### src/rtl/core/ssui_pkg.sv
// shared constants for the sorted set union / intersection engine
// list capacity, index widths, item kind codes and register indexes; no dependencies
package ssui_pkg;

   localparam int MAX_ELEMENTS = 32;
   localparam int IDX_W = (MAX_ELEMENTS > 1) ? $clog2(MAX_ELEMENTS) : 1;
   localparam int CNT_W = $clog2(MAX_ELEMENTS + 1);

   localparam int DATA_W     = 32;
   localparam int LEN_W      = 6;
   localparam int REG_IDX_W  = 1;
   localparam int ADDR_W     = REG_IDX_W + 2;

   // item kinds
   localparam logic [1:0] KIND_LOAD_A = 2'd0;
   localparam logic [1:0] KIND_LOAD_B = 2'd1;
   localparam logic [1:0] KIND_RUN    = 2'd2;

   // register indexes
   localparam logic [REG_IDX_W-1:0] REG_MODE   = 1'b0;
   localparam logic [REG_IDX_W-1:0] REG_LENGTH = 1'b1;

   // mode register values
   localparam logic MODE_UNION     = 1'b0;
   localparam logic MODE_INTERSECT = 1'b1;

endpackage

### src/rtl/core/sorted_set_union_intersection.sv
// sorted set union / intersection engine: two list memories and a merge sequencer
// depends on ssui_pkg
//
//   channel   direction   transfer
//   req       in          one item: kind and value (load A, load B or run)
//   rsp       out         one result: value, valid flag, last flag
//   csr       in/out      register write or read over an APB-style port
//
// loads are taken while the sequencer is idle; a run makes up to 2*n merge steps
// for n = min(list_length, MAX_ELEMENTS), plus the start in S_IDLE, one closing step
// and the final result in S_DONE. each merge step is the registered read of the list
// memories (S_FETCH) followed by the shared signed compares (S_STEP).
// reset clears the fill counts, registers and sequencer; list contents are kept.
// a stalled result only holds the sequencer; req_stall stays high for the whole run.

module sorted_set_union_intersection (
   input  logic                          clock,
   input  logic                          reset,
   input  logic                          req_valid,
   output logic                          req_stall,
   input  logic [1:0]                    req_kind,
   input  logic signed [ssui_pkg::DATA_W-1:0] req_value,
   output logic                          rsp_valid,
   input  logic                          rsp_stall,
   output logic signed [ssui_pkg::DATA_W-1:0] rsp_result_value,
   output logic                          rsp_result_valid,
   output logic                          rsp_result_last,
   input  logic                          psel,
   input  logic                          penable,
   input  logic                          pwrite,
   input  logic [ssui_pkg::ADDR_W-1:0]   paddr,
   input  logic [31:0]                   pwdata,
   output logic [31:0]                   prdata,
   output logic                          pready
);
   import ssui_pkg::*;

   localparam logic [1:0] S_IDLE  = 2'd0;
   localparam logic [1:0] S_FETCH = 2'd1;
   localparam logic [1:0] S_STEP  = 2'd2;
   localparam logic [1:0] S_DONE  = 2'd3;

   logic [1:0] state_ff, state_in;
   logic [CNT_W-1:0] i_ff, i_in, j_ff, j_in, n_ff, n_in;
   logic [CNT_W-1:0] a_cnt_ff, a_cnt_in, b_cnt_ff, b_cnt_in;
   logic signed [DATA_W-1:0] pend_ff, pend_in;
   logic pend_vld_ff, pend_vld_in;
   logic mode_ff, mode_in;
   logic [LEN_W-1:0] len_ff, len_in;
   logic out_vld_ff, out_vld_in;
   logic signed [DATA_W-1:0] out_val_ff, out_val_in;
   logic out_rv_ff, out_rv_in, out_last_ff, out_last_in;

   logic signed [DATA_W-1:0] mem_a [MAX_ELEMENTS];
   logic signed [DATA_W-1:0] mem_b [MAX_ELEMENTS];
   logic signed [DATA_W-1:0] a_rd_ff, b_rd_ff;

   logic req_xfer, wr_a, wr_b, csr_wr;
   logic [REG_IDX_W-1:0] csr_idx;
   logic out_free, a_ok, b_ok, a_lt_b, b_lt_a, take_a;
   logic signed [DATA_W-1:0] pick;

   assign pready    = 1'b1;
   assign req_stall = (state_ff != S_IDLE);
   assign req_xfer  = req_valid && !req_stall;
   assign wr_a = req_xfer && (req_kind == KIND_LOAD_A) && (a_cnt_ff < CNT_W'(MAX_ELEMENTS));
   assign wr_b = req_xfer && (req_kind == KIND_LOAD_B) && (b_cnt_ff < CNT_W'(MAX_ELEMENTS));

   assign csr_wr  = psel && penable && pwrite && pready;
   assign csr_idx = paddr[ADDR_W-1:2];

   always_comb begin
      prdata = '0;
      case (csr_idx)
         REG_MODE:   prdata[0]         = mode_ff;
         REG_LENGTH: prdata[LEN_W-1:0] = len_ff;
         default:    prdata            = '0;
      endcase
   end

   always_comb begin
      mode_in = mode_ff;
      len_in  = len_ff;
      if (csr_wr) begin
         case (csr_idx)
            REG_MODE:   mode_in = pwdata[0];
            REG_LENGTH: len_in  = pwdata[LEN_W-1:0];
            default:    ;
         endcase
      end
   end

   // compare logic shared by both modes: pointer bounds and two signed compares
   assign a_ok   = (i_ff < n_ff);
   assign b_ok   = (j_ff < n_ff);
   assign a_lt_b = (a_rd_ff < b_rd_ff);
   assign b_lt_a = (b_rd_ff < a_rd_ff);
   assign take_a = a_ok && (!b_ok || !b_lt_a);
   assign pick   = take_a ? a_rd_ff : b_rd_ff;

   assign out_free = !out_vld_ff || !rsp_stall;

   always_comb begin
      state_in    = state_ff;
      i_in        = i_ff;
      j_in        = j_ff;
      n_in        = n_ff;
      a_cnt_in    = a_cnt_ff + CNT_W'(wr_a);
      b_cnt_in    = b_cnt_ff + CNT_W'(wr_b);
      pend_in     = pend_ff;
      pend_vld_in = pend_vld_ff;
      out_vld_in  = out_vld_ff && rsp_stall;
      out_val_in  = out_val_ff;
      out_rv_in   = out_rv_ff;
      out_last_in = out_last_ff;
      case (state_ff)
         S_IDLE: begin
            if (req_xfer && (req_kind == KIND_RUN)) begin
               n_in        = (len_ff > LEN_W'(MAX_ELEMENTS)) ? CNT_W'(MAX_ELEMENTS)
                                                              : CNT_W'(len_ff);
               i_in        = '0;
               j_in        = '0;
               a_cnt_in    = '0;
               b_cnt_in    = '0;
               pend_vld_in = 1'b0;
               state_in    = S_FETCH;
            end
         end
         S_FETCH: state_in = S_STEP;
         S_STEP: begin
            if (out_free) begin
               state_in = S_FETCH;
               if (mode_ff == MODE_UNION) begin
                  if (!a_ok && !b_ok) begin
                     state_in = S_DONE;
                  end else begin
                     if (take_a) i_in = i_ff + CNT_W'(1);
                     else        j_in = j_ff + CNT_W'(1);
                     // pending value is the last one kept; a new one pushes it out
                     if (!pend_vld_ff || (pick != pend_ff)) begin
                        if (pend_vld_ff) begin
                           out_vld_in  = 1'b1;
                           out_val_in  = pend_ff;
                           out_rv_in   = 1'b1;
                           out_last_in = 1'b0;
                        end
                        pend_in     = pick;
                        pend_vld_in = 1'b1;
                     end
                  end
               end else begin
                  if (!(a_ok && b_ok)) begin
                     state_in = S_DONE;
                  end else if (a_lt_b) begin
                     i_in = i_ff + CNT_W'(1);
                  end else if (b_lt_a) begin
                     j_in = j_ff + CNT_W'(1);
                  end else begin
                     i_in = i_ff + CNT_W'(1);
                     j_in = j_ff + CNT_W'(1);
                     if (pend_vld_ff) begin
                        out_vld_in  = 1'b1;
                        out_val_in  = pend_ff;
                        out_rv_in   = 1'b1;
                        out_last_in = 1'b0;
                     end
                     pend_in     = a_rd_ff;
                     pend_vld_in = 1'b1;
                  end
               end
            end
         end
         S_DONE: begin
            if (out_free) begin
               // last transfer of the run, or the empty-answer marker
               out_vld_in  = 1'b1;
               out_val_in  = pend_vld_ff ? pend_ff : '0;
               out_rv_in   = pend_vld_ff;
               out_last_in = 1'b1;
               pend_vld_in = 1'b0;
               state_in    = S_IDLE;
            end
         end
         default: state_in = S_IDLE;
      endcase
   end

   always_ff @(posedge clock) begin
      if (reset) begin
         state_ff    <= S_IDLE;
         a_cnt_ff    <= '0;
         b_cnt_ff    <= '0;
         pend_vld_ff <= 1'b0;
         out_vld_ff  <= 1'b0;
         mode_ff     <= MODE_UNION;
         len_ff      <= '0;
         i_ff        <= '0;
         j_ff        <= '0;
         n_ff        <= '0;
      end else begin
         state_ff    <= state_in;
         a_cnt_ff    <= a_cnt_in;
         b_cnt_ff    <= b_cnt_in;
         pend_vld_ff <= pend_vld_in;
         out_vld_ff  <= out_vld_in;
         mode_ff     <= mode_in;
         len_ff      <= len_in;
         i_ff        <= i_in;
         j_ff        <= j_in;
         n_ff        <= n_in;
      end
   end

   always_ff @(posedge clock) begin
      pend_ff     <= pend_in;
      out_val_ff  <= out_val_in;
      out_rv_ff   <= out_rv_in;
      out_last_ff <= out_last_in;
   end

   always_ff @(posedge clock) begin
      if (wr_a) mem_a[a_cnt_ff[IDX_W-1:0]] <= req_value;
      a_rd_ff <= mem_a[i_ff[IDX_W-1:0]];
   end

   always_ff @(posedge clock) begin
      if (wr_b) mem_b[b_cnt_ff[IDX_W-1:0]] <= req_value;
      b_rd_ff <= mem_b[j_ff[IDX_W-1:0]];
   end

   assign rsp_valid        = out_vld_ff;
   assign rsp_result_value = out_val_ff;
   assign rsp_result_valid = out_rv_ff;
   assign rsp_result_last  = out_last_ff;

`ifndef SYNTHESIS
   a_fill_bound: assert property (@(posedge clock) disable iff (reset)
      (a_cnt_ff <= CNT_W'(MAX_ELEMENTS)) && (b_cnt_ff <= CNT_W'(MAX_ELEMENTS)))
      else $error("fill count beyond capacity");

   a_ptr_bound: assert property (@(posedge clock) disable iff (reset)
      (state_ff != S_IDLE) |-> ((i_ff <= n_ff) && (j_ff <= n_ff)))
      else $error("merge pointer beyond list length");

   a_run_start: assert property (@(posedge clock) disable iff (reset)
      (req_xfer && (req_kind == KIND_RUN)) |=>
         ((state_ff == S_FETCH) && (a_cnt_ff == '0) && (b_cnt_ff == '0)))
      else $error("run did not start or clear fill counts");

   a_empty_last: assert property (@(posedge clock) disable iff (reset)
      (rsp_valid && !rsp_result_valid) |-> rsp_result_last)
      else $error("empty-answer result not marked last");
`endif

endmodule

### config.mk
export PLATFORM = sky130hd
export DESIGN_NAME = sorted_set_union_intersection
export DESIGN_NICKNAME = d
export VERILOG_FILES = /design/src/rtl/core/ssui_pkg.sv /design/src/rtl/core/sorted_set_union_intersection.sv
export SDC_FILE = /design/constraint.sdc
export NUM_CORES = 2
export LEC_CHECK = 0
export ABC_AREA = 1
export BUFFER_PORTS_ARGS = -buffer_cell sky130_fd_sc_hd__buf_2
export CORE_UTILIZATION = 56
export DETAILED_ROUTE_END_ITERATION = 10
export PLACE_DENSITY = 0.78
export RECOVER_POWER = 25
export SLEW_MARGIN = 20
export SYNTH_ARGS = -nofsm -noshare
export SYNTH_HDL_FRONTEND = slang
export SYNTH_SLANG_ARGS = --single-unit
### constraint.sdc
create_clock -name clock -period 3.6 [get_ports clock]
set_input_delay 0.72 -clock clock [delete_from_list [all_inputs] [get_ports clock]]
set_output_delay 0.72 -clock clock [all_outputs]
set_load 0.05 [all_outputs]
==> out/qor.log <==
INFO  global_route   number_of_antenna_violations_at_the_first_check_in_global_routing=5
INFO  final_layout   nNetsFinal=7114
INFO  clock_tree     source_to_sink_clock_delay_at_the_later_pin_of_the_worst_skew_pair=0.86ns
INFO  power          internal_dissipation=43100uW
INFO  worst_setup_path critical_path_peak_fanout=20
INFO  worst_setup_path regToRegEndpoint=rsp_result_value[31]
INFO  placed_design  hpwlAfterDp=142mm
INFO  detailed_routing drt-wirelength-per-cell=27.0microns
INFO  detailed_routing detail-route-antenna-nets=0
INFO  die            design.core.area=155000squm
INFO  detailed_routing dr.pass1.iters=9
INFO  final_layout   filler_cell_count=10400
INFO  logic_synthesis postSynthAreaPerCell=12.9squm
INFO  global_route   first_pass_grt_wire_length=360mm
INFO  worst_setup_path launching_point_of_the_worst_reg2reg_path=a_rd_ff[31]
INFO  timing         fmax=260MHz
INFO  logic_synthesis synthTopCellsByArea=sky130_fd_sc_hd__edfxtp_1, sky130_fd_sc_hd__o21ai_0, sky130_fd_sc_hd__nor2_1
INFO  power          comb_power_share=13.0%
INFO  placed_design  placed_cells=8800
INFO  outcome        status=complete, but fails checks
INFO  global_route   overflow=0
INFO  worst_setup_path longest_individual_stage_delay_on_the_worst_path=0.35ns
INFO  timing         ratio_of_final_minimum_period_to_clock_period=107%
INFO  global_route   grt.met3_usage=7.04%
INFO  timing         setup-violations-final=66
INFO  worst_setup_path cp_data_required_time=4.19ns
INFO  power          peakVddDrop=0.634mV
INFO  timing         worst_clock_skew_on_the_final_layout=0.0270ns
INFO  die            top_level_ports=145
INFO  logic_synthesis synth-edff-count=2114
INFO  logic_synthesis synthTopCellsByCount=sky130_fd_sc_hd__edfxtp_1, sky130_fd_sc_hd__nor2_1, sky130_fd_sc_hd__o21ai_0
INFO  die            fp.dieH=397microns
INFO  logic_synthesis post_syn_area=87500squm
INFO  power          p_switching=14800uW
INFO  min_path       worstHoldPathType=in -> reg
INFO  worst_setup_path setup.worst_path.start_class=register
INFO  clock_tree     clock_tree_from_tritoncts=yes
INFO  logic_synthesis dominantRegCellSynth=sky130_fd_sc_hd__edfxtp_1
INFO  final_layout   syn2layout_area_growth=14.2%
INFO  timing         tightest_slew=2.99ns
INFO  worst_setup_path worst-path-stages=26
INFO  worst_setup_path setup.worst_path.end_class=register
INFO  final_layout   seqCellArea=65600squm
INFO  power          p_clk_share=37.4%
INFO  global_route   globalRouteMet2Util=46.4%
INFO  outcome        violations=max-capacitance violations, max-slew violations, negative setup slack
INFO  timing         max-slew-margin-rel=-99.6%
INFO  logic_synthesis async_reset_ff_share=0%
INFO  timing         period_minus_slack=3.85ns
INFO  worst_setup_path timing_worst_setup_path_type=reg -> reg
INFO  placed_design  port_buffers=89
INFO  placed_design  gp_congestion=0.899
INFO  timing         timing_max_transition_violations_final=956
INFO  timing         hold_viol_final=0
INFO  detailed_routing final_routed_wirelength=249mm
INFO  clock_tree     hold_bufs_inserted_after_cts=0
INFO  timing         finalHoldWorstSlack=0.113ns
INFO  die            die_width=397microns
INFO  global_route   grt_pass1_vias=57100
INFO  run            maxCapViolations=23
INFO  clock_tree     clock_tree_root=sky130_fd_sc_hd__clkbuf_16
INFO  global_route   top_usage_layer=met2
INFO  final_layout   share_of_cells_above_drive_strength_1=12.1%
INFO  worst_setup_path critical_path.endpoint=rsp_result_value[31]
INFO  detailed_routing drcViolationCount=0
INFO  worst_setup_path total_buffers_and_inverters_traversed_by_the_critical_path=6
INFO  final_layout   finalNonFillerCells=9207
INFO  worst_setup_path r2r_slack=-0.25ns
INFO  logic_synthesis synthDominantAreaCellType=sky130_fd_sc_hd__edfxtp_1
INFO  die            dieArea=158000squm
INFO  power          p_per_area=579nW/um^2
INFO  worst_setup_path critical-path-slowest-cell=sky130_fd_sc_hd__dfxtp_1
INFO  worst_setup_path critPathLaunch=a_rd_ff[31]
INFO  global_route   grt_util_all_layers=30.8%
INFO  logic_synthesis netlist.area_leader.share=72.5%
INFO  worst_setup_path critPathArrivalTime=4.45ns
INFO  logic_synthesis ys_seq_elements=2219
INFO  power          leakage_component_of_the_power=0.0334uW
INFO  worst_setup_path rr_worst_depth=26
INFO  worst_setup_path cp_common_cell=sky130_fd_sc_hd__nand2_1
INFO  clock_tree     htree_levels=4
INFO  detailed_routing vias_per_cell=6.52
INFO  detailed_routing vias=60000
INFO  detailed_routing first_iter_violations=9757
INFO  power          power_switching_share=25.6%
INFO  logic_synthesis synth_seq_area_share=74.9%
INFO  clock_tree     cts_max_path_buffers=3
INFO  logic_synthesis netlist_instances=6803
INFO  clock_tree     cts_inserted_buffers=202
INFO  timing         totalNegativeSetupSlack=-13.26ns
INFO  timing         rsz0062_at_grt=true
INFO  die            floorplan.initialDensity=56.6%
INFO  logic_synthesis count_of_synthesis_stage_warnings_from_yosys=0
INFO  clock_tree     worst_setup_hold_path_clk_slew=0.07ns
INFO  final_layout   footprint_of_the_multi_input_gates=20200squm
INFO  logic_synthesis dominant_cell_by_count_in_the_synthesized_netlist=sky130_fd_sc_hd__edfxtp_1
INFO  global_route   met1_usage=43.1%
INFO  worst_setup_path family_with_the_most_delay_on_the_worst_path=simple AND/OR/NAND/NOR gates
INFO  die            std_cell_rows=144
INFO  clock_tree     numClockSinks=2219
INFO  timing         final_critical_path_setup_slack=-0.253ns
INFO  logic_synthesis yosysUniqueCellTypes=44
INFO  power          power_frac_seq=49.6%
INFO  placed_design  place_worst_setup_slack=-0.118ns
INFO  global_route   grt_start_max_net_pins=203
## routing by layer
layer / up-vias / share of wire (%)
met5: - / 0.012
met2: 4737 / 45
li1: 25500 / -
met1: 29100 / 36
met3: 678 / 14
met4: 4 / 4.7
## how the worst min path moves through the flow
stage	startpoint	cells after the start	slack [ns]	to
4_1_cts	pwdata[2]	3	0.08	len_ff[2]
2_1_floorplan	i_ff[5]	1	0.43	i_ff[5]
6_report	pwdata[2]	3	0.11	len_ff[2]
3_3_place_gp	i_ff[5]	1	0.45	i_ff[5]
5_1_grt	pwdata[5]	3	0.12	len_ff[5]
3_5_place_dp	i_ff[5]	1	0.45	i_ff[5]
## registers in the layout, summed over array words and instances, names as in the netlist, 2 cells and up
name / cells
b_cnt_ff: 6
i_ff: 6
pend_ff: 32
b_rd_ff: 32
mem_a: 1024
len_ff: 6
state_ff: 2
a_rd_ff: 32
mem_b: 1024
j_ff: 6
n_ff: 6
a_cnt_ff: 6
rsp_result_value: 32
## worst reg2reg max path: stages (launching register included)
cell and delay [ns]:
sky130_fd_sc_hd__dfxtp_1 0.35, sky130_fd_sc_hd__inv_1 0.07, sky130_fd_sc_hd__ha_1 0.34, sky130_fd_sc_hd__nand2_1 0.14, sky130_fd_sc_hd__nor2_1 0.21, sky130_fd_sc_hd__nor3b_2 0.29, sky130_fd_sc_hd__nand2_1 0.13, sky130_fd_sc_hd__nand2_1 0.10
sky130_fd_sc_hd__nand2_2 0.08, sky130_fd_sc_hd__nand3_4 0.12, sky130_fd_sc_hd__buf_12 0.15, sky130_fd_sc_hd__nand2_8 0.08, sky130_fd_sc_hd__buf_6 0.14, sky130_fd_sc_hd__nand2_2 0.07, sky130_fd_sc_hd__nand3_2 0.06, sky130_fd_sc_hd__nand2_1 0.10
sky130_fd_sc_hd__nand2_1 0.06, sky130_fd_sc_hd__nor2_1 0.14, sky130_fd_sc_hd__buf_4 0.17, sky130_fd_sc_hd__nand2_4 0.06, sky130_fd_sc_hd__nor2_4 0.14, sky130_fd_sc_hd__nand4_4 0.12, sky130_fd_sc_hd__nand2_2 0.09, sky130_fd_sc_hd__nor2_1 0.04
sky130_fd_sc_hd__nand2_1 0.07, sky130_fd_sc_hd__inv_2 0.08, sky130_fd_sc_hd__buf_12 0.17
## cell usage in the layout (no fill, tap or decap), types with 25 or more instances in the layout
master and n:
sky130_fd_sc_hd__edfxtp_1 2114, sky130_fd_sc_hd__o21ai_0 1143, sky130_fd_sc_hd__nor2_1 1110, sky130_fd_sc_hd__nand2_1 479, sky130_fd_sc_hd__o22ai_1 327, sky130_fd_sc_hd__buf_4 242
sky130_fd_sc_hd__nand3_1 234, sky130_fd_sc_hd__inv_1 217, sky130_fd_sc_hd__clkbuf_16 211, sky130_fd_sc_hd__o221ai_1 187, sky130_fd_sc_hd__dfxtp_1 90, sky130_fd_sc_hd__clkbuf_1 87
sky130_fd_sc_hd__buf_12 79, sky130_fd_sc_hd__nor2_4 72, sky130_fd_sc_hd__nand4_1 71, sky130_fd_sc_hd__o211ai_1 69, sky130_fd_sc_hd__buf_2 62, sky130_fd_sc_hd__ha_1 41
sky130_fd_sc_hd__clkinv_2 34, sky130_fd_sc_hd__clkinv_1 33, sky130_fd_sc_hd__a21oi_1 29, sky130_fd_sc_hd__conb_1 27, sky130_fd_sc_hd__nand2_2 25
## cell type report
cell class	count	share of cell area, %
well taps	2044	2.56
flip-flops and latches	2219	65.6
repair buffers	432	4.10
inverters	236	0.915
clock buffers	264	5.41
diodes	3	0.00751
clock inverters	110	1.24
multi-input cells	3899	20.2
## what timing repair did
item                                    CTS  global route
cloned                                    1             9
setup buffers                             6            13
resized for setup                        13            95
pin swaps                                 9            31
endpoints found under the setup margin   62            67
hold endpoints to repair                  0             0
## cells by family after synthesis
group | synth area share [%]
and+or+nand+nor | 9.47
xor gates and xnor gates | 0.0600
DFF | 74.9
other | 0.00858
buffers and inverters | 3.22
AOI/OAI and AO/OA | 11.6
adders and majority gates | 0.686
## stage by stage
stage               power, uW  cell area (sq um)  utilization [%]
floorplan               33300              87600                -
global placement        35700              92600             59.9
detailed placement      35900              92600             59.9
CTS                     57200              99300             64.2
global route            59400             100000             64.7
finish                  57900             100000             64.7
## power by group through the flow
stage | combinational, uW | clock, uW | sequential [uW]
5_1_grt | 8040 | 22600 | 28700
2_1_floorplan | 4070 | 0 | 29200
6_report | 7510 | 21700 | 28700
4_1_cts | 6870 | 21700 | 28700
3_5_place_dp | 6720 | 0 | 29200
3_3_place_gp | 6510 | 0 | 29200
No activity file was read; power rests on OpenSTA's default activity.
